<file path="config.mk">
export PLATFORM = sky130hd
export DESIGN_NAME = delimited_field_selector_top
export DESIGN_NICKNAME = d
export VERILOG_FILES = /design/src/dfs_pkg.sv /design/src/delimited_field_selector_top.sv
export SDC_FILE = /design/constraint.sdc
export NUM_CORES = 1
export LEC_CHECK = 0
export BUFFER_PORTS_ARGS = -buffer_cell sky130_fd_sc_hd__clkbuf_2
export CORE_ASPECT_RATIO = 1.4
export CORE_MARGIN = 1.5
export CORE_UTILIZATION = 48
export CTS_BUF_LIST = sky130_fd_sc_hd__clkbuf_4
export CTS_CLUSTER_DIAMETER = 80
export CTS_CLUSTER_SIZE = 30
export DETAILED_ROUTE_END_ITERATION = 12
export GPL_ROUTABILITY_DRIVEN = 1
export GPL_TIMING_DRIVEN = 0
export PLACE_DENSITY = 0.67
export SYNTH_ARGS = -nofsm -noshare
export SYNTH_HDL_FRONTEND = slang
export SYNTH_SLANG_ARGS = --single-unit
</file>
<file path="constraint.sdc">
create_clock -name i_clk -period 7.35 [get_ports i_clk]
set_input_delay 1.47 -clock i_clk [delete_from_list [all_inputs] [get_ports i_clk]]
set_output_delay 1.47 -clock i_clk [all_outputs]
set_load 0.03 [all_outputs]
</file>
<file path="src/dfs_pkg.sv">
// Shared constants for the delimited field selector: register map and range layout.
`default_nettype none

package dfs_pkg;

    localparam int CFG_IDX_W  = 3;
    localparam int CFG_DATA_W = 32;

    // register map
    localparam logic [CFG_IDX_W-1:0] REG_DELIMITER   = 3'd0;
    localparam logic [CFG_IDX_W-1:0] REG_RANGE_COUNT = 3'd1;
    localparam logic [CFG_IDX_W-1:0] REG_RANGE_ZERO  = 3'd2;

    localparam logic [7:0]  DELIMITER_RESET = 8'h2D;
    localparam int          RANGE_FIELD_W   = 16;
    localparam logic [15:0] NO_END          = 16'hFFFF;

endpackage : dfs_pkg

`default_nettype wire

</file>
<file path="src/delimited_field_selector_top.sv">
// Delimited field selector: streams a string through and keeps the selected fields.
// Each input byte goes through the input register, the range pick and the result register.
// Throughput: one byte per cycle while the output does not stall.
// A byte that yields no output byte and is not a string's last byte gives no output.
// Reset (synchronous, active low) empties both registers, restores the register
// defaults (hyphen delimiter, no ranges) and puts the block at a string start.
`default_nettype none

module delimited_field_selector_top
    import dfs_pkg::*;
#(
    parameter int MAX_RANGES = 4,
    parameter int FIELD_BITS = 16
) (
    input  wire                   i_clk,
    input  wire                   i_rst_n,
    // configuration write port
    input  wire                   i_cfg_we,
    input  wire [CFG_IDX_W-1:0]   i_cfg_idx,
    input  wire [CFG_DATA_W-1:0]  i_cfg_data,
    // input stream
    input  wire                   i_s_axis_tvalid,
    output logic                  o_s_axis_tready,
    input  wire [7:0]             i_s_axis_tdata,   // [7:0] in_byte
    input  wire                   i_s_axis_tlast,   // last_byte
    // output stream
    output logic                  o_m_axis_tvalid,
    input  wire                   i_m_axis_tready,
    output logic [7:0]            o_m_axis_tdata,   // [7:0] out_byte
    output logic                  o_m_axis_tuser,   // [0] byte_valid
    output logic                  o_m_axis_tlast    // string_end
);

    localparam int PW = $clog2(MAX_RANGES + 1);
    localparam int FB = FIELD_BITS;
    localparam int CW = (FB > RANGE_FIELD_W) ? FB : RANGE_FIELD_W;

    typedef struct packed {
        logic          sel;
        logic [PW-1:0] ptr;
    } t_pick;

    // configuration
    logic [7:0]  r_delim;
    logic [2:0]  r_count;
    logic [31:0] r_range [MAX_RANGES];

    // string state
    logic [FB-1:0] r_fn;
    logic [PW-1:0] r_rp;
    logic          r_any;
    logic          r_sel;
    logic          r_start;

    // input register
    logic          r_in_vld;
    logic [7:0]    r_in_byte;
    logic          r_in_last;

    // result register
    logic          r_o_vld;
    logic [7:0]    r_o_byte;
    logic          r_o_bv;
    logic          r_o_last;

    logic          w_go;
    logic [PW-1:0] w_n;
    t_pick         w_pick0;
    t_pick         w_pick1;
    logic [FB-1:0] w_fn_a;
    logic [PW-1:0] w_rp_a;
    logic          w_sel_a;
    logic          w_any_a;
    logic [FB-1:0] w_fn_b;
    logic          w_is_delim;
    logic [FB-1:0] n_fn;
    logic [PW-1:0] n_rp;
    logic          n_any;
    logic          n_sel;
    logic          n_bv;
    logic [7:0]    n_byte;

    // Walk the ranges from ptr on: drop passed ones, stop at the first not yet passed.
    function automatic t_pick f_choose(input logic [FB-1:0] fn, input logic [PW-1:0] ptr);
        t_pick         res;
        logic          done;
        logic [CW-1:0] f;
        logic [CW-1:0] st;
        logic [CW-1:0] sp;
        res.sel = 1'b0;
        res.ptr = ptr;
        done    = 1'b0;
        f       = CW'(fn);
        for (int i = 0; i < MAX_RANGES; i++) begin
            st = CW'(r_range[i][15:0]);
            sp = CW'(r_range[i][31:16]);
            if (!done && (PW'(i) >= ptr) && (PW'(i) < w_n)) begin
                if (f < st) begin
                    done    = 1'b1;
                    res.ptr = PW'(i);
                end else if ((r_range[i][31:16] == NO_END) || (f <= sp)) begin
                    done    = 1'b1;
                    res.sel = 1'b1;
                    res.ptr = PW'(i);
                end
            end
        end
        if (!done && (ptr < w_n)) begin
            res.ptr = w_n;
        end
        return res;
    endfunction

    assign w_go            = r_in_vld && (!r_o_vld || i_m_axis_tready);
    assign o_s_axis_tready = !r_in_vld || w_go;

    assign w_n = (r_count > 3'(MAX_RANGES)) ? PW'(MAX_RANGES) : PW'(r_count);

    always_comb begin
        w_pick0 = f_choose(FB'(1), '0);
        if (r_start) begin
            w_fn_a  = FB'(1);
            w_rp_a  = w_pick0.ptr;
            w_sel_a = w_pick0.sel;
            w_any_a = w_pick0.sel;
        end else begin
            w_fn_a  = r_fn;
            w_rp_a  = r_rp;
            w_sel_a = r_sel;
            w_any_a = r_any;
        end
        // saturate the field counter
        w_fn_b     = (w_fn_a != '1) ? (w_fn_a + FB'(1)) : w_fn_a;
        w_pick1    = f_choose(w_fn_b, w_rp_a);
        w_is_delim = (r_in_byte == r_delim);
        if (w_is_delim) begin
            n_fn   = w_fn_b;
            n_rp   = w_pick1.ptr;
            n_sel  = w_pick1.sel;
            n_any  = w_any_a || w_pick1.sel;
            n_bv   = w_pick1.sel && w_any_a;
            n_byte = (w_pick1.sel && w_any_a) ? r_delim : 8'h00;
        end else begin
            n_fn   = w_fn_a;
            n_rp   = w_rp_a;
            n_sel  = w_sel_a;
            n_any  = w_any_a;
            n_bv   = w_sel_a;
            n_byte = w_sel_a ? r_in_byte : 8'h00;
        end
    end

    always_ff @(posedge i_clk) begin
        if (!i_rst_n) begin
            r_delim <= DELIMITER_RESET;
            r_count <= '0;
            for (int k = 0; k < MAX_RANGES; k++) begin
                r_range[k] <= '0;
            end
        end else if (i_cfg_we) begin
            unique case (i_cfg_idx)
                REG_DELIMITER:   r_delim <= i_cfg_data[7:0];
                REG_RANGE_COUNT: r_count <= i_cfg_data[2:0];
                default: begin
                    for (int k = 0; k < MAX_RANGES; k++) begin
                        if (i_cfg_idx == CFG_IDX_W'(int'(REG_RANGE_ZERO) + k)) begin
                            r_range[k] <= i_cfg_data;
                        end
                    end
                end
            endcase
        end
    end

    always_ff @(posedge i_clk) begin
        if (!i_rst_n) begin
            r_in_vld <= 1'b0;
        end else if (o_s_axis_tready) begin
            r_in_vld <= i_s_axis_tvalid;
        end
        if (o_s_axis_tready && i_s_axis_tvalid) begin
            r_in_byte <= i_s_axis_tdata;
            r_in_last <= i_s_axis_tlast;
        end
    end

    always_ff @(posedge i_clk) begin
        if (!i_rst_n) begin
            r_fn    <= FB'(1);
            r_rp    <= '0;
            r_any   <= 1'b0;
            r_sel   <= 1'b0;
            r_start <= 1'b1;
            r_o_vld <= 1'b0;
        end else if (w_go) begin
            r_fn    <= n_fn;
            r_rp    <= n_rp;
            r_any   <= n_any;
            r_sel   <= n_sel;
            r_start <= r_in_last;
            // drop bytes that give neither data nor a string end
            r_o_vld <= n_bv || r_in_last;
        end else if (i_m_axis_tready) begin
            r_o_vld <= 1'b0;
        end
        if (w_go) begin
            r_o_byte <= n_byte;
            r_o_bv   <= n_bv;
            r_o_last <= r_in_last;
        end
    end

    assign o_m_axis_tvalid = r_o_vld;
    assign o_m_axis_tdata  = r_o_byte;
    assign o_m_axis_tuser  = r_o_bv;
    assign o_m_axis_tlast  = r_o_last;

`ifndef SYNTHESIS
    a_no_empty_result: assert property (@(posedge i_clk) disable iff (!i_rst_n)
        o_m_axis_tvalid |-> (o_m_axis_tuser || o_m_axis_tlast))
        else $error("result transaction carries neither a byte nor a string end");

    a_idle_byte_zero: assert property (@(posedge i_clk) disable iff (!i_rst_n)
        (o_m_axis_tvalid && !o_m_axis_tuser) |-> (o_m_axis_tdata == 8'h00))
        else $error("out_byte not zero without byte_valid");

    a_hold_result: assert property (@(posedge i_clk) disable iff (!i_rst_n)
        (o_m_axis_tvalid && !i_m_axis_tready) |=> o_m_axis_tvalid)
        else $error("pending result lost during stall");

    a_ptr_range: assert property (@(posedge i_clk) disable iff (!i_rst_n)
        r_rp <= PW'(MAX_RANGES))
        else $error("range pointer beyond range table");

    a_field_nonzero: assert property (@(posedge i_clk) disable iff (!i_rst_n)
        r_fn != '0)
        else $error("field counter reached zero");
`endif

endmodule : delimited_field_selector_top

`default_nettype wire
</file>
==> flow_summary.ini, run 1 <==
[routing]
drcViolationCount = 0
drt_first_pass_iters = 5
avgRoutedWirePerCell_um = 20.6
vias = 9291
drtIter0Drc = 597
drtAntennaViolNets = 0
vias_per_cell = 5.87
drt_wl_total_um = 32600

[global_routing]
grt_pass1_vias = 9136
grt_usage_pct = 26.6
grt_max_degree = 33
grt_overflow = 0
grt_antenna_before_repair = 2
grt_pass1_wl_um = 50300

[clocking]
clock-sinks = 182
cts_resized = 0
clk_path_buf_depth = 2
clock_latency_ps = 650
post_cts_buffers = 0
hold_buffers = 0
path_clk_slew_ps = 190
htree_levels = 4
cts_tree = yes
cts-root-buf = clkbuf_4
cts_buffers = 17

[yosys]
synth_cell_type_count = 82
async_flop_share_pct = 0
mappedNetlistArea_um2 = 11800
ys_seq_area_share_pct = 43.4
ys_warn_count = 0
synthesis.nets = 1347
synth_edf_count = 147
synth.avg_cell_area_um2 = 10.1
synth_flop_cell = edfxtp_1
syn_inst = 1171
ys_ff_latch = 182

[outcome]
status = finished, final reports clean

[sta]
rsz0062_at_grt = false
tightest_slew_ps = 1440
finalHoldViolations = 0
maxClockFrequency_mhz = 145
fin_crit_ps = 6890
finClkSkew_ps = 45.9
slew_headroom_pct = 3.78
setup_viol = 0
tns_ps = 0
slew_violations = 0
min_period_over_period_pct = 93.7

[floorplanning]
fp.dieH_um = 188
dieArea_um2 = 25500
fp-row-count = 67
fp.coreArea_um2 = 24100
initial_core_util_pct = 48.9
die_w_um = 135
ios = 61

[worst_setup_path]
cp_max_fo = 9
required_ps = 7750
crit_path_end_kind = register
path_common_cell = nand3_1
critical_path_buf_inv_count = 1
slowest_stage = nor2_1
slowest_delay_ps = 940
crit_chain = nor2_1 > inv_1 > ha_1 > nand3_1 > or4_1 > o2111ai_1 > nor3_1 > and3_1 > nand3_1 > xor2_1 > nor2_1 > ha_1 > nand4_1 > nor4_1 > a41oi_1 > nand3_1 > o21ai_0 > o32ai_1 > a31oi_4 > nor2_4 > or2_1
critPathKind = reg -> reg
crit_family = simple AND/OR/NAND/NOR gates
crit_path_start_kind = register
cp_data_arrival_time_ps = 7290

[finish]
final_common_cell = edfxtp_1
area_growth_pct = 10.3
layout_common_cells = edfxtp_1, and2_1, inv_1, ha_1, nand2_1
fin_nets = 1434
fin_cells = 1583
fill_cells = 2163
layout-drive-gt1-share_pct = 11.0

[placement]
gp_congestion = 0.947
dp.cells = 1548
numPortBuffers = 59
hpwlAfterDp_um = 25300

[pwr]
peakVddDrop_v = 0.000155
cellPowerDensity_nw_per_um2 = 156
leakagePower_nw = 5.46

[min_path]
hold_path.class = reg -> reg

[job]
maxCapViolCount = 0
[tightest hold or removal path, cell delays in order (launching register included)]
cell,delay (ps)
dfxtp_1,370
nand2_1,50
a21boi_0,60
[worst paths after layout]
| kind | slack, ps | depth (start not counted) | from | endpoint |
|---|---|---|---|---|
| worst max-delay path | 460 | 21 | r_start | o_m_axis_tuser |
| worst min register to register | 500 | 2 | r_delim[1] | r_delim[1] |
| worst min-delay path | 500 | 2 | r_delim[1] | r_delim[1] |
| worst max register to register | 460 | 21 | r_start | o_m_axis_tuser |
[report_power, final]
part / switching, mW / internal (mW) / total (mW) / leakage [nW]
Clock: 0.400 / 0.184 / 0.584 / 0.162
Sequential: 0.0426 / 1.17 / 1.21 / 1.70
Combinational: 0.140 / 0.0809 / 0.221 / 3.60
Total: 0.582 / 1.44 / 2.02 / 5.46
[state kept, by name (all words and copies together), names as in the netlist, 3 cells and up]
signal / cells
o_m_axis_tdata: 8
r_range: 128
r_fn: 16
r_count: 3
r_rp: 3
r_delim: 8
r_in_byte: 8
[per-stage QoR]
step           hold WS, ps  power (mW)  util (%)  cell area, um2  setup WS, ps
6_report               503        2.02      54.0           13000           462
5_1_grt                535        2.10      54.0           13000           175
4_1_cts                507        2.03      53.9           13000           511
3_5_place_dp           485        1.46      52.7           12700           551
3_3_place_gp           475        1.45      51.8           12500           680
2_1_floorplan          451        1.36         -           11800          2520
[routing by layer]
layer | vias up | share of wire (%) | GRT usage (%) | wire [um]
li1 | 4490 | - | - | -
met1 | 4446 | 40 | 31.0 | 13100
met2 | 269 | 51 | 46.6 | 16600
met3 | 86 | 3.7 | 3.52 | 1210
met4 | 0 | 5.4 | 14.7 | 1750
met5 | - | 0 | 0 | 0
[synthesized netlist by cell type, drive strengths merged, types with 4 or more instances]
cell,count,share of area (%)
and2,138,7.3
clkbuf,27,0.86
nand2,61,1.9
ha,127,13
and4,7,0.54
o21ai,58,2.5
o2111ai,4,0.30
a22oi,13,0.83
mux2i,4,0.34
nor4,39,2.5
edfxtp,147,37
nor2b,31,1.6
o21bai,5,0.32
a21boi,6,0.38
dfxtp,35,6.0
a41oi,4,0.30
or2,8,0.43
xor2,12,0.89
and3,4,0.21
o21a,10,0.64
a22o,8,0.60
o22ai,5,0.27
nor3,11,0.51
xnor2,8,0.60
o211ai,7,0.45
nand4,44,2.4
nor4b,5,0.37
a211o,4,0.30
a21o,12,0.77
nor2,45,1.5
a21oi,38,1.6
a2111oi,9,0.68
a311oi,4,0.30
a211oi,12,0.77
a31oi,8,0.55
nand3,25,1.1
inv,135,4.3
nand2b,8,0.43
[cell families (layout without fill, tap and decap cells)]
group                      after synthesis  after routing  share of synthesized area (%)
and+or+nand+nor                        441            441                           22.1
AOI/OAI and AO/OA                      231            231                           13.7
DFF                                    182            182                           43.4
buffers and inverters                  164            264                           5.24
adders and majority gates              127            127                           13.5
xor gates and xnor gates                20             20                           1.49
muxes                                    6              6                          0.531
other                                    0              2                              0
[layout make-up]
class	instances	area, um2	share of cell area [%]
sequential	182	5110	39.4
antenna	2	5.00	0.0385
clock buffer	17	128	0.983
inverter	135	507	3.90
buffer	29	110	0.848
multi-input combinational	825	6130	47.2
clock inverter	15	159	1.22
tap	310	388	2.99
timing repair buffer	68	439	3.38
No activity file was read; power rests on OpenSTA's default activity.
==> run 2: changes to the inputs <==
- CORE_UTILIZATION: 48 -> 60
- PLACE_DENSITY: 0.67 -> 0.8
==> flow_summary.ini, run 2 (synthesis gave the netlist of run 1 again) <==
[worst_setup_path]
critical_path_buf_inv_count = 1
crit_chain = nor2_1 > inv_1 > ha_1 > nand3_1 > or4_1 > o2111ai_1 > nor3_1 > and3_1 > xnor2_1 > ha_1 > nand3_1 > a2111oi_0 > o311ai_0 > a21oi_1 > o2bb2ai_1 > nor3_2 > o21ai_0 > a41o_1
crit_path_start_kind = register
required_ps = 7870
critPathKind = reg -> reg
slowest_stage = xnor2_1
crit_family = compound AO/OA/AOI/OAI gates
slowest_delay_ps = 1100
cp_data_arrival_time_ps = 7530
cp_max_fo = 8
crit_path_end_kind = register

[floorplanning]
fp-row-count = 60
fp.coreArea_um2 = 19200
fp.dieH_um = 169
initial_core_util_pct = 61.3
ios = 61
dieArea_um2 = 20500
die_w_um = 121

[pwr]
p_int_mw = 1.44
seqPwrFrac_pct = 61.2
cellPowerDensity_nw_per_um2 = 155
leakagePower_nw = 5.43
p_switching_uw = 549
sw_frac_of_total_pct = 27.6
peakVddDrop_v = 0.000103
pwr-share-clk_pct = 27.8
combPwrFrac_pct = 11.0

[finish]
fin_nets = 1431
final_common_cell = edfxtp_1
layout-drive-gt1-share_pct = 10.8
largest_register = r_range
largest_registers = r_range x128, r_fn x16
fill_cells = 1551
area_growth_pct = 9.14
layout_common_cells = edfxtp_1, and2_1, inv_1, ha_1, nand2_1
largest_register_ffs = 128
final_area_um2 = 12800

[job]
maxCapViolCount = 0

[clocking]
cts_tree = yes
cts_resized = 0
post_cts_buffers = 0
clk_path_buf_depth = 2
cts-root-buf = clkbuf_4
htree_levels = 4
hold_buffers = 0
clock_latency_ps = 610
path_clk_slew_ps = 160
cts_buffers = 17
clock-sinks = 182

[routing]
vias_per_cell = 6.22
drtAntennaViolNets = 0
drtIter0Drc = 576
drcViolationCount = 0
avgRoutedWirePerCell_um = 20.9
vias = 9442
drt_first_pass_iters = 6
drt_wl_total_um = 31700

[sta]
slew_violations = 0
hold_ws_ps = 506
rsz0062_at_grt = false
tns_ps = 0
min_period_over_period_pct = 95.3
fin_crit_ps = 7010
finClkSkew_ps = 25.8
finalHoldViolations = 0
tightest_slew_ps = 1410
slew_headroom_pct = 5.07
setup_viol = 0
maxClockFrequency_mhz = 143

[outcome]
status = finished, final reports clean

[global_routing]
grt_overflow = 0
grt_antenna_before_repair = 1
grt_max_degree = 33
grt_pass1_vias = 9292
grt_usage_pct = 31.6
grt_pass1_wl_um = 48100

[placement]
place_area_um2 = 12600
hpwlAfterDp_um = 24600
numPortBuffers = 59
gp_congestion = 0.946

[min_path]
hold_path.class = reg -> reg
run 2: changes by cell type in the layout (fill, tap and decap cells not counted), moves of 2 or more:
cell	previous run	this run
clkbuf_4	17	20
clkinvlp_4	0	2
inv_4	2	0
inv_8	5	1
run 2: final timing paths:
kind / cells after the start / endpoint / start / slack [ps]
max: 18 / r_rp[0] / r_start / 340
min: 2 / r_delim[2] / r_delim[2] / 510
max reg2reg: 18 / r_rp[0] / r_start / 340
min reg2reg: 2 / r_delim[2] / r_delim[2] / 510
run 2: stage by stage:
step                setup slack (ps)  util [%]  cells  total power, mW
detailed placement               604      65.4   1484             1.45
finish                           342      66.9   1517             1.99
floorplan                       2520         -   1171             1.36
global route                    23.7      66.9   1517             2.05
CTS                              505      66.8   1516             1.98
global placement                 631      64.4   1478             1.44
run 2: layout make-up:
cell class              instances  area, um2  area share, %
multi-input cells             825       6140           47.8
flip-flops and latches        182       5110           39.8
inverters                     135        507           3.94
repair buffers                 65        400           3.12
well taps                     248        310           2.42
clock buffers                  20        150           1.17
clock inverters                12        118          0.915
plain buffers                  29        110          0.857
diodes                          1       2.50         0.0195
run 2: tightest hold or removal path, cell delays in order (launching register included):
cell and delay, ps:
dfxtp_1 350, nand2_1 60, nand3_1 60
run 2: power by group through the flow:
| stage | clock [mW] | sequential [mW] | combinational (mW) |
|---|---|---|---|
| detailed placement | 0 | 1.24 | 0.216 |
| global route | 0.589 | 1.22 | 0.242 |
| floorplan | 0 | 1.23 | 0.130 |
| CTS | 0.554 | 1.21 | 0.217 |
| finish | 0.553 | 1.21 | 0.219 |
| global placement | 0 | 1.24 | 0.201 |
run 2: layer usage:
| metal | track usage [%] | share of wire (%) |
|---|---|---|
| met4 | 19.9 | 6.9 |
| met1 | 35.3 | 38 |
| met3 | 5.86 | 6.4 |
| met5 | 0 | 0 |
| met2 | 55.0 | 49 |
==> run 3: changes to the inputs <==
- CORE_UTILIZATION: 60 -> 58
- PLACE_DENSITY: 0.8 -> 0.81
- clock period: 7.35 -> 5.9 ns (I/O delays scaled with it)
==> flow_summary.ini, run 3 (synthesis gave the netlist of run 1 again) <==
[outcome]
status = finished, final reports clean

[placement]
hpwlAfterDp_um = 24400
gp_congestion = 0.936
numPortBuffers = 59
pre_cts_slack_ps = -709

[sta]
min_period_over_period_pct = 96.0
hold_ws_ps = 507
setup_viol = 0
finClkSkew_ps = 34.7
layout_setup_ws_ps = 234
maxClockFrequency_mhz = 176
slew_violations = 0
finalHoldViolations = 0
rsz0062_at_grt = false
fin_crit_ps = 5670
slew_headroom_pct = 10.4
tightest_slew_ps = 1340

[pwr]
leakagePower_nw = 5.47
cellPowerDensity_nw_per_um2 = 195
power.total_mw = 2.53
peakVddDrop_v = 0.000172

[floorplanning]
initial_core_util_pct = 59.1
dieArea_um2 = 21200
ios = 61
die_w_um = 123
fp.coreArea_um2 = 19900
fp.dieH_um = 172
fp-row-count = 61

[finish]
largest_register_ffs = 128
area_growth_pct = 10.4
largest_register = r_range
seqCellArea_um2 = 5120
final_common_cell = edfxtp_1
fill_cells = 1549
fin_nets = 1431
largest_registers = r_range x128, r_fn x16
fin_util_pct = 65.2
multi_input_area_um2 = 6240
layout-drive-gt1-share_pct = 11.9
layout_common_cells = edfxtp_1, and2_1, inv_1, ha_1, nand2_1

[clocking]
cts_tree = yes
cts_buffers = 17
hold_buffers = 0
clock-sinks = 182
path_clk_slew_ps = 180
cts-root-buf = clkbuf_4
clk_path_buf_depth = 2
clock_latency_ps = 650
htree_levels = 4

[worst_setup_path]
critPathKind = reg -> reg
cp_data_arrival_time_ps = 6210
r2r_end = r_any
slowest_stage = xnor2_2
crit_path_start_kind = register
rr_worst_depth = 14
required_ps = 6440
r2r-start = r_start
crit_chain = clkbuf_1 > buf_1 > buf_2 > nor2b_1 > xnor2_2 > ha_1 > and2_1 > a2111o_1 > o311ai_0 > a21oi_2 > o2bb2ai_1 > nor2_1 > a311oi_1 > o32ai_2
cp_max_fo = 10
critical_path_buf_inv_count = 3
slowest_delay_ps = 760
crit_path_end_kind = register
ff2ff_setup_slack_ps = 230
setup.worst_path.start = r_start
crit_family = compound AO/OA/AOI/OAI gates

[min_path]
hold_end = r_delim[3]
min_from = r_delim[3]
hold_path_depth = 2
hold_path.class = reg -> reg

[routing]
avgRoutedWirePerCell_um = 21.1
wl_met3_um = 2210
vias_per_cell = 6.27
met1_length_um = 11900
drt_first_pass_iters = 5
drtAntennaViolNets = 0
vias = 9543
drtIter0Drc = 691
maxUsedRoutingLayer = met4
drt_wl_total_um = 32200
met2RoutedLength_um = 16200
drcViolationCount = 0

[global_routing]
grt_max_degree = 33
grt_antenna_before_repair = 1
grt_pass1_vias = 9065
grt_pass1_wl_um = 48700
grt_overflow = 0
grt_usage_pct = 31.5

[job]
maxCapViolCount = 0
==> run 3: cell types whose count changed in the layout (fill, tap and decap cells not counted), moves of 2 or more <==
cell	previous run	this run
clkbuf_4	20	17
buf_4	0	2
xnor2_4	0	2
clkinv_4	2	4
dfxtp_2	0	2
dfxtp_1	35	33
clkinvlp_4	2	0
inv_8	1	5
clkinv_8	0	2
nor2_4	1	4
nor2_1	44	38
nor2_2	0	3
==> run 3: report_power, final <==
| group | internal, mW | switching [mW] |
|---|---|---|
| Clock | 0.237 | 0.510 |
| Combinational | 0.0994 | 0.174 |
| Sequential | 1.46 | 0.0537 |
| Total | 1.80 | 0.737 |
==> run 3: worst max path at each step <==
stage | slack, ps | cells past startpoint | to
after floorplan | 1070 | 21 | o_m_axis_tuser
after global routing | 50 | 14 | r_any
final | 230 | 14 | r_any
after detailed placement | -710 | 19 | r_rp[0]
after CTS | 30 | 21 | o_m_axis_tdata[4]
after global placement | -500 | 19 | r_rp[0]
==> run 3: layout make-up <==
type                       instances  area share (%)
tap                              252            2.43
antenna                            1          0.0193
inverter                         135            3.90
timing repair buffer              65            2.99
buffer                            29           0.847
sequential                       182            39.4
clock inverter                    15            1.39
multi-input combinational        825            48.1
clock buffer                      17           0.982
==> run 3: timing repair <==
item / in CTS / in global routing
endpoints found under the setup margin: 15 / 15
gates cloned: 0 / 0
pin swaps: 0 / 2
setup buffers: 0 / 2
gates resized for setup: 13 / 10
==> run 3: per-layer routing <==
metal  GRT usage [%]  vias up
met3            5.97      127
li1                -     4480
met1            35.7     4483
met5               0        -
met4            18.5        0
met2            54.7      453
==> run 3: through the flow <==
stage                     instances  cell area [um2]  TNS (ps)
after floorplan                1171            11800         0
after global routing           1521            13000         0
after global placement         1482            12400     -5960
after detailed placement       1486            12500     -9320
after CTS                      1518            12900         0
final                          1521            13000         0
==> run 3: worst register-to-register path, delay by kind of cell, from the launching register on <==
kind / cells / cell delay, ps
compound gates: 6 / 2230
buf+inv: 3 / 1280
xor+xnor: 1 / 760
flops: 1 / 470
simple gates: 3 / 420
fa+ha+maj: 1 / 400
